==> src/sv/pbcm_pkg.sv <==
// ----------------------------------------------------------------------------
// pbcm_pkg
// Shared types and constants of the packet burst Cinst meter: word layouts,
// operation codes, sequencer states and sizes of the divider and histogram.
// ----------------------------------------------------------------------------
package pbcm_pkg;

    localparam int HIST_BINS = 32;
    localparam int BIN_W     = $clog2(HIST_BINS);

    localparam int TIME_W    = 64;
    localparam int PERIOD_W  = 48;
    localparam int FRAC_W    = 16;
    localparam int DVD_W     = TIME_W + FRAC_W;
    localparam int STEP_W    = $clog2(DVD_W + 1);
    localparam int OCC_W     = 16;
    localparam int CNT_W     = 32;
    localparam int BINV_W    = 6;

    localparam logic [PERIOD_W-1:0] DRAIN_RESET = 48'd882638848;
    localparam logic [PERIOD_W-1:0] DRAIN_MIN   = 48'd65536;
    localparam logic [OCC_W-1:0]    OCC_MAX     = 16'hFFFF;
    localparam logic [CNT_W-1:0]    CNT_MAX     = 32'hFFFF_FFFF;

    localparam logic OP_PACKET = 1'b0;
    localparam logic OP_DUMP   = 1'b1;
    localparam logic KIND_PKT  = 1'b0;
    localparam logic KIND_BIN  = 1'b1;

    typedef struct packed {
        logic              op;
        logic [TIME_W-1:0] arrival_ns;
        logic              marker_in;
    } t_in_word;

    typedef struct packed {
        logic              kind;
        logic [OCC_W-1:0]  occupancy;
        logic              marker_out;
        logic [BINV_W-1:0] bin_value;
        logic [CNT_W-1:0]  bin_count;
        logic              last;
    } t_out_word;

    typedef struct packed {
        logic             rd_en;
        logic [BIN_W-1:0] rd_addr;
        logic             wr_en;
        logic [BIN_W-1:0] wr_addr;
        logic [CNT_W-1:0] wr_data;
    } t_hist_req;

    typedef enum logic [3:0] {
        ST_IDLE,
        ST_START,
        ST_DIV,
        ST_DIFF,
        ST_OCC,
        ST_HRD,
        ST_HWR,
        ST_POUT,
        ST_DRD,
        ST_DOUT
    } t_state;

endpackage

==> src/sv/pbcm_div.sv <==
// ----------------------------------------------------------------------------
// pbcm_div
// Restoring divider, one quotient bit per cycle: an 80-bit dividend over a
// 48-bit divisor, giving the low 64 bits of the quotient.
// ----------------------------------------------------------------------------
module pbcm_div (
    input  logic                          i_clk,
    input  logic                          i_rst_n,
    input  logic                          i_start,
    input  logic [pbcm_pkg::DVD_W-1:0]    i_dividend,
    input  logic [pbcm_pkg::PERIOD_W-1:0] i_divisor,
    output logic                          o_done,
    output logic [pbcm_pkg::TIME_W-1:0]   o_quotient
);
    import pbcm_pkg::*;

    logic [DVD_W-1:0]    r_dvd;
    logic [PERIOD_W-1:0] r_dvs;
    logic [PERIOD_W-1:0] r_rem;
    logic [TIME_W-1:0]   r_quo;
    logic [STEP_W-1:0]   r_cnt;
    logic                r_busy;
    logic                r_done;

    logic [PERIOD_W:0]   rem_sh;
    logic                ge;
    logic [PERIOD_W:0]   rem_sub;

    always_comb begin
        rem_sh  = {r_rem, r_dvd[DVD_W-1]};
        ge      = (rem_sh >= {1'b0, r_dvs});
        rem_sub = rem_sh - {1'b0, r_dvs};
    end

    always_ff @(posedge i_clk) begin
        if (!i_rst_n) begin
            r_busy <= 1'b0;
            r_done <= 1'b0;
            r_cnt  <= '0;
        end else begin
            r_done <= 1'b0;
            if (i_start) begin
                r_busy <= 1'b1;
                r_cnt  <= '0;
            end else if (r_busy) begin
                r_cnt <= r_cnt + 1'b1;
                if (r_cnt == STEP_W'(DVD_W - 1)) begin
                    r_busy <= 1'b0;
                    r_done <= 1'b1;
                end
            end
        end
    end

    // The remainder stays below the divisor, so it always fits in 48 bits.
    always_ff @(posedge i_clk) begin
        if (i_start) begin
            r_dvd <= i_dividend;
            r_dvs <= i_divisor;
            r_rem <= '0;
            r_quo <= '0;
        end else if (r_busy) begin
            r_dvd <= {r_dvd[DVD_W-2:0], 1'b0};
            r_rem <= ge ? rem_sub[PERIOD_W-1:0] : rem_sh[PERIOD_W-1:0];
            r_quo <= {r_quo[TIME_W-2:0], ge};
        end
    end

    assign o_done     = r_done;
    assign o_quotient = r_quo;

endmodule

==> src/sv/pbcm_hist.sv <==
// ----------------------------------------------------------------------------
// pbcm_hist
// Occupancy histogram store: one write and one registered read per cycle.
// Per-bin valid bits make never-written bins read as zero after reset.
// ----------------------------------------------------------------------------
module pbcm_hist (
    input  logic                       i_clk,
    input  logic                       i_rst_n,
    input  pbcm_pkg::t_hist_req        i_req,
    output logic [pbcm_pkg::CNT_W-1:0] o_rd_count
);
    import pbcm_pkg::*;

    logic [CNT_W-1:0]     r_mem [HIST_BINS];
    logic [HIST_BINS-1:0] r_valid;
    logic [CNT_W-1:0]     r_rd_data;
    logic                 r_rd_vld;

    always_ff @(posedge i_clk) begin
        if (i_req.wr_en) begin
            r_mem[i_req.wr_addr] <= i_req.wr_data;
        end
        if (i_req.rd_en) begin
            r_rd_data <= r_mem[i_req.rd_addr];
        end
    end

    always_ff @(posedge i_clk) begin
        if (!i_rst_n) begin
            r_valid  <= '0;
            r_rd_vld <= 1'b0;
        end else begin
            if (i_req.wr_en) begin
                r_valid[i_req.wr_addr] <= 1'b1;
            end
            if (i_req.rd_en) begin
                r_rd_vld <= r_valid[i_req.rd_addr];
            end
        end
    end

    assign o_rd_count = r_rd_vld ? r_rd_data : '0;

endmodule

==> src/sv/packet_burst_cinst_meter.sv <==
// ----------------------------------------------------------------------------
// packet_burst_cinst_meter
// Receiver bucket model of packet bursts: each packet word yields its bucket
// occupancy and bumps a histogram bin; a dump word reads out every bin.
//
//   channel | direction | handshake             | payload
//   --------+-----------+-----------------------+-------------------------
//   in      | input     | i_in_valid/o_in_ready | i_in_data  (t_in_word)
//   out     | output    | o_out_valid/i_out_ready | o_out_data (t_out_word)
//   cfg     | input     | i_cfg_valid/o_cfg_ready | i_cfg_data (drain period)
//
// A packet word is worked off before the next input is taken, waiting on
// the 80-step divider that works out the drained total; the first packet
// skips the divider.
// A dump word makes one histogram read per bin.
// Reset is synchronous and clears the bucket state and all histogram bins
// at once; the block takes input in the first cycle after reset.
// A stalled output holds the sequencer in its emit state; one finished
// word may wait in the output register while the next input is taken.
// ----------------------------------------------------------------------------
module packet_burst_cinst_meter (
    input  logic                          i_clk,
    input  logic                          i_rst_n,
    input  logic                          i_in_valid,
    output logic                          o_in_ready,
    input  pbcm_pkg::t_in_word            i_in_data,
    output logic                          o_out_valid,
    input  logic                          i_out_ready,
    output pbcm_pkg::t_out_word           o_out_data,
    input  logic                          i_cfg_valid,
    output logic                          o_cfg_ready,
    input  logic [pbcm_pkg::PERIOD_W-1:0] i_cfg_data
);
    import pbcm_pkg::*;

    t_state              r_state;
    t_state              n_state;
    logic                r_op;
    logic [TIME_W-1:0]   r_time;
    logic                r_marker;
    logic                r_started;
    logic [TIME_W-1:0]   r_origin;
    logic [OCC_W-1:0]    r_prev_occ;
    logic [TIME_W-1:0]   r_prev_drained;
    logic [TIME_W:0]     r_diff;
    logic [OCC_W-1:0]    r_occ;
    logic [BIN_W-1:0]    r_idx;
    logic [PERIOD_W-1:0] r_period;
    logic                r_out_vld;
    t_out_word           r_out;

    logic                in_acc;
    logic                out_free;
    logic                out_load;
    logic                div_start;
    logic                div_done;
    logic [TIME_W-1:0]   div_quo;
    logic [PERIOD_W-1:0] period_eff;
    logic [TIME_W-1:0]   elapsed;
    t_hist_req           hist_req;
    logic [CNT_W-1:0]    hist_count;
    logic [BIN_W-1:0]    occ_bin;
    logic                idx_last;
    logic [OCC_W-1:0]    occ_nx;
    logic [OCC_W:0]      base;
    logic [TIME_W-1:0]   up;
    logic [OCC_W+1:0]    sum_up;
    t_out_word           n_out;

    assign in_acc   = i_in_valid & o_in_ready;
    assign out_free = ~r_out_vld | i_out_ready;
    assign idx_last = (r_idx == BIN_W'(HIST_BINS - 1));

    // Periods below one nanosecond are taken as exactly one nanosecond.
    assign period_eff = (r_period < DRAIN_MIN) ? DRAIN_MIN : r_period;
    // Arrivals before the origin count as no elapsed time.
    assign elapsed    = (r_time >= r_origin) ? (r_time - r_origin) : '0;
    assign occ_bin    = (r_occ >= OCC_W'(HIST_BINS - 1)) ? BIN_W'(HIST_BINS - 1)
                                                         : r_occ[BIN_W-1:0];

    pbcm_div u_div (
        .i_clk      (i_clk),
        .i_rst_n    (i_rst_n),
        .i_start    (div_start),
        .i_dividend ({elapsed, {FRAC_W{1'b0}}}),
        .i_divisor  (period_eff),
        .o_done     (div_done),
        .o_quotient (div_quo)
    );

    pbcm_hist u_hist (
        .i_clk      (i_clk),
        .i_rst_n    (i_rst_n),
        .i_req      (hist_req),
        .o_rd_count (hist_count)
    );

    // New occupancy from the registered change in drained total.
    always_comb begin
        base   = {1'b0, r_prev_occ} + 1'b1;
        up     = ~r_diff[TIME_W-1:0] + 1'b1;
        sum_up = {1'b0, base} + {2'b00, up[OCC_W-1:0]};
        occ_nx = '0;
        if (!r_diff[TIME_W]) begin
            if ((r_diff[TIME_W-1:OCC_W+1] == '0) && (r_diff[OCC_W:0] < base)) begin
                occ_nx = (base - r_diff[OCC_W:0] > {1'b0, OCC_MAX})
                         ? OCC_MAX : OCC_W'(base - r_diff[OCC_W:0]);
            end
        end else begin
            // The drained total fell: occupancy grows by one plus the drop.
            if ((up[TIME_W-1:OCC_W] != '0) || (sum_up > {2'b00, OCC_MAX})) begin
                occ_nx = OCC_MAX;
            end else begin
                occ_nx = sum_up[OCC_W-1:0];
            end
        end
    end

    always_comb begin
        n_state = r_state;
        unique case (r_state)
            ST_IDLE: begin
                if (in_acc) begin
                    n_state = (i_in_data.op == OP_DUMP) ? ST_DRD : ST_START;
                end
            end
            ST_START: n_state = r_started ? ST_DIV : ST_HRD;
            ST_DIV:   if (div_done) n_state = ST_DIFF;
            ST_DIFF:  n_state = ST_OCC;
            ST_OCC:   n_state = ST_HRD;
            ST_HRD:   n_state = ST_HWR;
            ST_HWR:   n_state = ST_POUT;
            ST_POUT:  if (out_free) n_state = ST_IDLE;
            ST_DRD:   n_state = ST_DOUT;
            ST_DOUT: begin
                if (out_free) begin
                    n_state = idx_last ? ST_IDLE : ST_DRD;
                end
            end
            default:  n_state = ST_IDLE;
        endcase
    end

    always_comb begin
        o_in_ready       = 1'b0;
        div_start        = 1'b0;
        out_load         = 1'b0;
        hist_req.rd_en   = 1'b0;
        hist_req.rd_addr = occ_bin;
        hist_req.wr_en   = 1'b0;
        hist_req.wr_addr = occ_bin;
        hist_req.wr_data = (hist_count == CNT_MAX) ? CNT_MAX : hist_count + 1'b1;
        n_out            = '0;
        unique case (r_state)
            ST_IDLE:  o_in_ready = 1'b1;
            ST_START: div_start = r_started;
            ST_HRD:   hist_req.rd_en = 1'b1;
            ST_HWR:   hist_req.wr_en = 1'b1;
            ST_POUT: begin
                out_load         = out_free;
                n_out.kind       = KIND_PKT;
                n_out.occupancy  = r_occ;
                n_out.marker_out = r_marker;
                n_out.last       = 1'b1;
            end
            ST_DRD: begin
                hist_req.rd_en   = 1'b1;
                hist_req.rd_addr = r_idx;
            end
            ST_DOUT: begin
                out_load        = out_free;
                n_out.kind      = KIND_BIN;
                n_out.bin_value = BINV_W'(r_idx);
                n_out.bin_count = hist_count;
                n_out.last      = idx_last;
            end
            default: ;
        endcase
    end

    always_ff @(posedge i_clk) begin
        if (!i_rst_n) begin
            r_state        <= ST_IDLE;
            r_started      <= 1'b0;
            r_origin       <= '0;
            r_prev_occ     <= '0;
            r_prev_drained <= '0;
            r_period       <= DRAIN_RESET;
            r_out_vld      <= 1'b0;
            r_idx          <= '0;
        end else begin
            r_state <= n_state;
            if (i_cfg_valid) begin
                r_period <= i_cfg_data;
            end
            if ((r_state == ST_START) && !r_started) begin
                r_started      <= 1'b1;
                r_origin       <= r_time;
                r_prev_occ     <= '0;
                r_prev_drained <= '0;
            end
            if (r_state == ST_OCC) begin
                r_prev_occ     <= occ_nx;
                r_prev_drained <= div_quo;
            end
            if (in_acc) begin
                r_idx <= '0;
            end else if ((r_state == ST_DOUT) && out_free && !idx_last) begin
                r_idx <= r_idx + 1'b1;
            end
            if (out_load) begin
                r_out_vld <= 1'b1;
            end else if (i_out_ready) begin
                r_out_vld <= 1'b0;
            end
        end
    end

    always_ff @(posedge i_clk) begin
        if (in_acc) begin
            r_op     <= i_in_data.op;
            r_time   <= i_in_data.arrival_ns;
            r_marker <= i_in_data.marker_in;
        end
        if (r_state == ST_START) begin
            r_occ <= '0;
        end else if (r_state == ST_OCC) begin
            r_occ <= occ_nx;
        end
        if (r_state == ST_DIFF) begin
            r_diff <= {1'b0, div_quo} - {1'b0, r_prev_drained};
        end
        if (out_load) begin
            r_out <= n_out;
        end
    end

    assign o_cfg_ready = 1'b1;
    assign o_out_valid = r_out_vld;
    assign o_out_data  = r_out;

`ifndef ASSERT_OFF
    a_div_done_in_wait: assert property (@(posedge i_clk) disable iff (!i_rst_n)
        div_done |-> (r_state == ST_DIV))
        else $error("divider finished outside its wait state");

    a_hist_write_pkt: assert property (@(posedge i_clk) disable iff (!i_rst_n)
        hist_req.wr_en |-> (r_op == OP_PACKET) && r_started)
        else $error("histogram written outside a packet update");

    a_accept_busy: assert property (@(posedge i_clk) disable iff (!i_rst_n)
        in_acc |=> !o_in_ready)
        else $error("input taken again before the previous word was worked off");

    a_load_free: assert property (@(posedge i_clk) disable iff (!i_rst_n)
        out_load |-> (!o_out_valid || i_out_ready))
        else $error("output register overwritten while its word waits");
`endif

endmodule

==> config.mk <==
export PLATFORM = sky130hd
export DESIGN_NAME = packet_burst_cinst_meter
export DESIGN_NICKNAME = d
export VERILOG_FILES = /design/src/sv/pbcm_pkg.sv /design/src/sv/pbcm_div.sv /design/src/sv/pbcm_hist.sv /design/src/sv/packet_burst_cinst_meter.sv
export SDC_FILE = /design/constraint.sdc
export NUM_CORES = 2
export LEC_CHECK = 0
export BUFFER_PORTS_ARGS = -buffer_cell sky130_fd_sc_hd__buf_4
export CAP_MARGIN = 25
export CORE_MARGIN = 2
export CORE_UTILIZATION = 45
export DETAILED_ROUTE_END_ITERATION = 8
export HOLD_SLACK_MARGIN = 0.02
export MAX_ROUTING_LAYER = met4
export PLACE_DENSITY = 0.64
export SKIP_LAST_GASP = 1
export SYNTH_ARGS = -nofsm -noshare
export SYNTH_HDL_FRONTEND = slang
export SYNTH_SLANG_ARGS = --single-unit
==> constraint.sdc <==
create_clock -name i_clk -period 16.85 [get_ports i_clk]
set_clock_uncertainty 0.15 [all_clocks]
set_input_delay 1.685 -clock i_clk [delete_from_list [all_inputs] [get_ports i_clk]]
set_output_delay 1.685 -clock i_clk [all_outputs]
set_load 0.02 [all_outputs]
==> flow_metrics.py <==
metrics = {
    "status": {
        "outcome": "finished, final reports clean",
    },
    "critical_path": {
        "slowest_delay_ns": 0.95,
        "cp_cell_sequence": "nor4b_2 > o31a_2 > buf_4 > buf_4 > buf_4 > a211oi_1 > a311oi_1 > a31oi_1 > a21oi_1 > nand2_1 > o31ai_1",
        "crit_start": "r_state[3]$_SDFFE_PN0P_",
        "cp-end-kind": "register",
        "worstPathArrival_ns": 6.79,
        "critPathTopFamily": "buffers and inverters",
        "worst-path-buf-inv": 3,
        "crit_path_max_fanout": 84,
        "crit_end": "u_hist.r_rd_data[17]$_DFFE_PP_",
        "r2r_start": "r_state[3]$_SDFFE_PN0P_",
        "reg2reg_depth": 11,
        "path_class": "reg2reg",
        "cp_num_cells": 11,
        "cp-start-kind": "register",
        "timing.rr.end": "u_hist.r_rd_data[17]$_DFFE_PP_",
        "r2r_slack_ns": 10.57,
        "cp_common_cell": "buf_4",
        "crit_slowest_cell": "o31a_2",
        "critPathRequiredTime_ns": 17.35,
    },
    "power": {
        "p_per_area_nw_per_um2": 155.3,
        "power_leakage_uw": 0.03336,
        "ir_drop_v": 0.0001203,
    },
    "clocking": {
        "clkSinkCount": 1727,
        "cts-root-buf": "clkbuf_16",
        "cts_setup_buffers": 0,
        "clk_pin_slew_ns": 0.06,
        "clock_latency_ns": 0.83,
        "ctsHoldBuffers": 0,
        "post_cts_resized": 0,
        "numCtsBuffers": 182,
        "cts_tree": "yes",
        "clockBufferDepth": 3,
        "htree_levels": 4,
    },
    "logic_synthesis": {
        "synth_edf_count": 1354,
        "ys_ff_latch": 1727,
        "synth-compound-area-share": 0.1302,
        "ys_seq_area_frac": 0.5868,
        "synth-xor-area-share": 0.02768,
        "synth_top_family_by_area": "simple AND/OR/NAND/NOR gates",
        "syn_avg_cell_area_um2": 10.76,
        "yosysUniqueCellTypes": 91,
        "yosysWarningCount": 0,
        "syn_area_um2": 82010,
        "synth.area.mux_share": 0.01973,
        "synthArstFlopShare": 0,
        "ys.flop_type": "edfxtp_1",
        "syn_inst": 7620,
        "syn_nets": 7959,
        "synthSimpleGateAreaFrac": 0.1659,
        "synth_fa_ha_area_frac": 0.03402,
    },
    "sta": {
        "max_freq_ghz": 0.1592,
        "finalMaxSlewViolations": 0,
        "final.setup.worst_slack_ns": 10.57,
        "fin_setup_tns_ns": 0,
        "min_period_ns": 6.283,
        "tightestPinTransition_ns": 1.080,
        "finalCritPeriodShare": 0.3729,
        "setup_viol": 0,
        "slew_headroom": 0.2801,
        "grt_setup_unrepaired": "false",
        "final_hold_viol_count": 0,
    },
    "grt": {
        "grt_busiest_layer": "met2",
        "grt_util_met1": 0.3363,
        "grt_use_met2": 0.3869,
        "grt_use_met3": 0.03591,
        "antenna_found_initial": 4,
        "grt_pass1_wl_um": 345900,
        "grt_pass1_vias": 56190,
        "grt_max_degree": 176,
        "grt_overflow_total": 0,
        "groute.usage.overall": 0.2479,
    },
    "placement": {
        "port-buffer-count": 176,
        "dp_hpwl_um": 135000,
        "routabilityCongestion": 0.9232,
        "post-place-ws_ns": 10.72,
    },
    "die": {
        "start_util": 0.4532,
        "core_um2": 180900,
        "die_y_um": 430.9,
        "die_area_um2": 185700,
        "rows": 156,
        "dieWidth_um": 430.9,
        "io_pins": 179,
    },
    "detailed_routing": {
        "drt-wirelength-per-cell_um": 22.59,
        "avgViaCountPerCell": 5.858,
        "via_count": 59310,
        "remaining_drc_errors": 0,
        "antenna_left": 0,
        "totalWireLength_um": 228700,
        "dr.pass1.iters": 6,
        "drt_iter0_drc": 5981,
    },
    "finish": {
        "final_common_cell": "nand2_1",
        "fin_util": 0.5077,
        "area_growth_pct": 12.01,
        "layout-drive-gt1-share": 0.08539,
        "fin_nets": 7939,
        "final_cell_mix": "nand2_1 (1474), edfxtp_1 (1354), nand3_1 (422)",
    },
    "job": {
        "maxCapViolCount": 0,
    },
    "hold_path": {
        "hold_path_class": "reg2reg",
    },
}
[where the power goes]
group	internal, uW	switching, uW
Clock	2290	1720
Sequential	5110	289
Combinational	1640	3220
[through the flow]
| step | std cells | power, uW | hold slack (ns) | area (um2) |
|---|---|---|---|---|
| 5_1_grt | 10120 | 15020 | 0.2954 | 91860 |
| 2_1_floorplan | 7620 | 8832 | 0.2825 | 82010 |
| 3_3_place_gp | 9773 | 10180 | 0.2889 | 85600 |
| 6_report | 10120 | 14260 | 0.2726 | 91860 |
| 3_5_place_dp | 9777 | 10250 | 0.2957 | 85660 |
| 4_1_cts | 10110 | 14280 | 0.2724 | 91670 |
[registers in the layout, summed over array words and instances (netlist names), 5 cells and up]
register and count:
o_out_data 56, r_diff 65, r_idx 5, r_occ 16, r_origin 64, r_period 48
r_prev_drained 64, r_prev_occ 16, r_time 64, u_div.o_quotient 64, u_div.r_cnt 7, u_div.r_dvd 64
u_div.r_dvs 48, u_div.r_rem 48, u_hist.r_mem 1024, u_hist.r_rd_data 32, u_hist.r_valid 32
[cell families after synthesis]
group,Yosys count
adders and majority gates,220
buffers and inverters,770
other,2
muxes,161
and+or+nand+nor,2938
DFF,1727
xor gates and xnor gates,256
AOI/OAI and AO/OA,1546
[per-layer routing]
metal / routed length [um] / vias to the layer above
met5: 0 / -
met4: 6931 / 0
met3: 16580 / 410
met2: 106300 / 2210
met1: 98850 / 28970
li1: - / 27720
[cells in the mapped netlist, types with 13 or more instances]
cell / n / share of area
xnor2_1: 157 / 0.017
or3_1: 27 / 0.0021
a21oi_1: 305 / 0.019
o21ai_0: 241 / 0.015
or4_1: 18 / 0.0016
nor3b_1: 13 / 0.0012
and3_1: 140 / 0.011
nor4b_1: 13 / 0.0014
inv_1: 284 / 0.013
nor2b_1: 92 / 0.0070
edfxtp_1: 1354 / 0.50
nand3_1: 422 / 0.026
a31oi_1: 62 / 0.0047
nor3_1: 72 / 0.0044
buf_1: 35 / 0.0016
or2_2: 13 / 0.00099
nor4_1: 45 / 0.0034
dfxtp_1: 373 / 0.091
a211oi_1: 99 / 0.0091
a21boi_0: 139 / 0.013
nor2_1: 322 / 0.015
a21o_1: 122 / 0.011
nand2b_1: 42 / 0.0032
o211ai_1: 30 / 0.0027
o31ai_1: 52 / 0.0048
ha_1: 215 / 0.033
o21bai_1: 30 / 0.0027
o2111ai_1: 13 / 0.0014
mux2i_1: 156 / 0.019
and2_1: 119 / 0.0091
o21a_1: 69 / 0.0063
a311oi_1: 235 / 0.025
nand2_1: 1475 / 0.068
xor2_1: 97 / 0.010
clkbuf_1: 447 / 0.020
nand4_1: 67 / 0.0051
[cell type report]
type,instances,area (um2)
antenna,1,2.502
inverter,284,1069
clock inverter,96,1037
clock buffer,241,4981
tap,2370,2965
fill,15770,89080
multi-input combinational,5123,31380
sequential,1727,48130
timing repair buffer,282,2297
[worst min-delay path by stage]
stage | slack [ns] | cells past startpoint | start | endpoint
after floorplan | 0.28 | 1 | u_hist.r_valid[14]$_SDFFE_PN0P_ | u_hist.r_valid[14]$_SDFFE_PN0P_
after global placement | 0.29 | 1 | u_hist.r_valid[30]$_SDFFE_PN0P_ | u_hist.r_valid[30]$_SDFFE_PN0P_
after detailed placement | 0.30 | 1 | u_hist.r_valid[14]$_SDFFE_PN0P_ | u_hist.r_valid[14]$_SDFFE_PN0P_
after CTS | 0.27 | 0 | r_period[41]$_SDFFE_PN0P_ | u_div.r_dvs[41]$_SDFFCE_PN0P_
after global routing | 0.30 | 0 | r_period[43]$_SDFFE_PN0P_ | u_div.r_dvs[43]$_SDFFCE_PN0P_
final | 0.27 | 0 | r_period[41]$_SDFFE_PN0P_ | u_div.r_dvs[41]$_SDFFCE_PN0P_
Power figures use the tool's default switching activity.
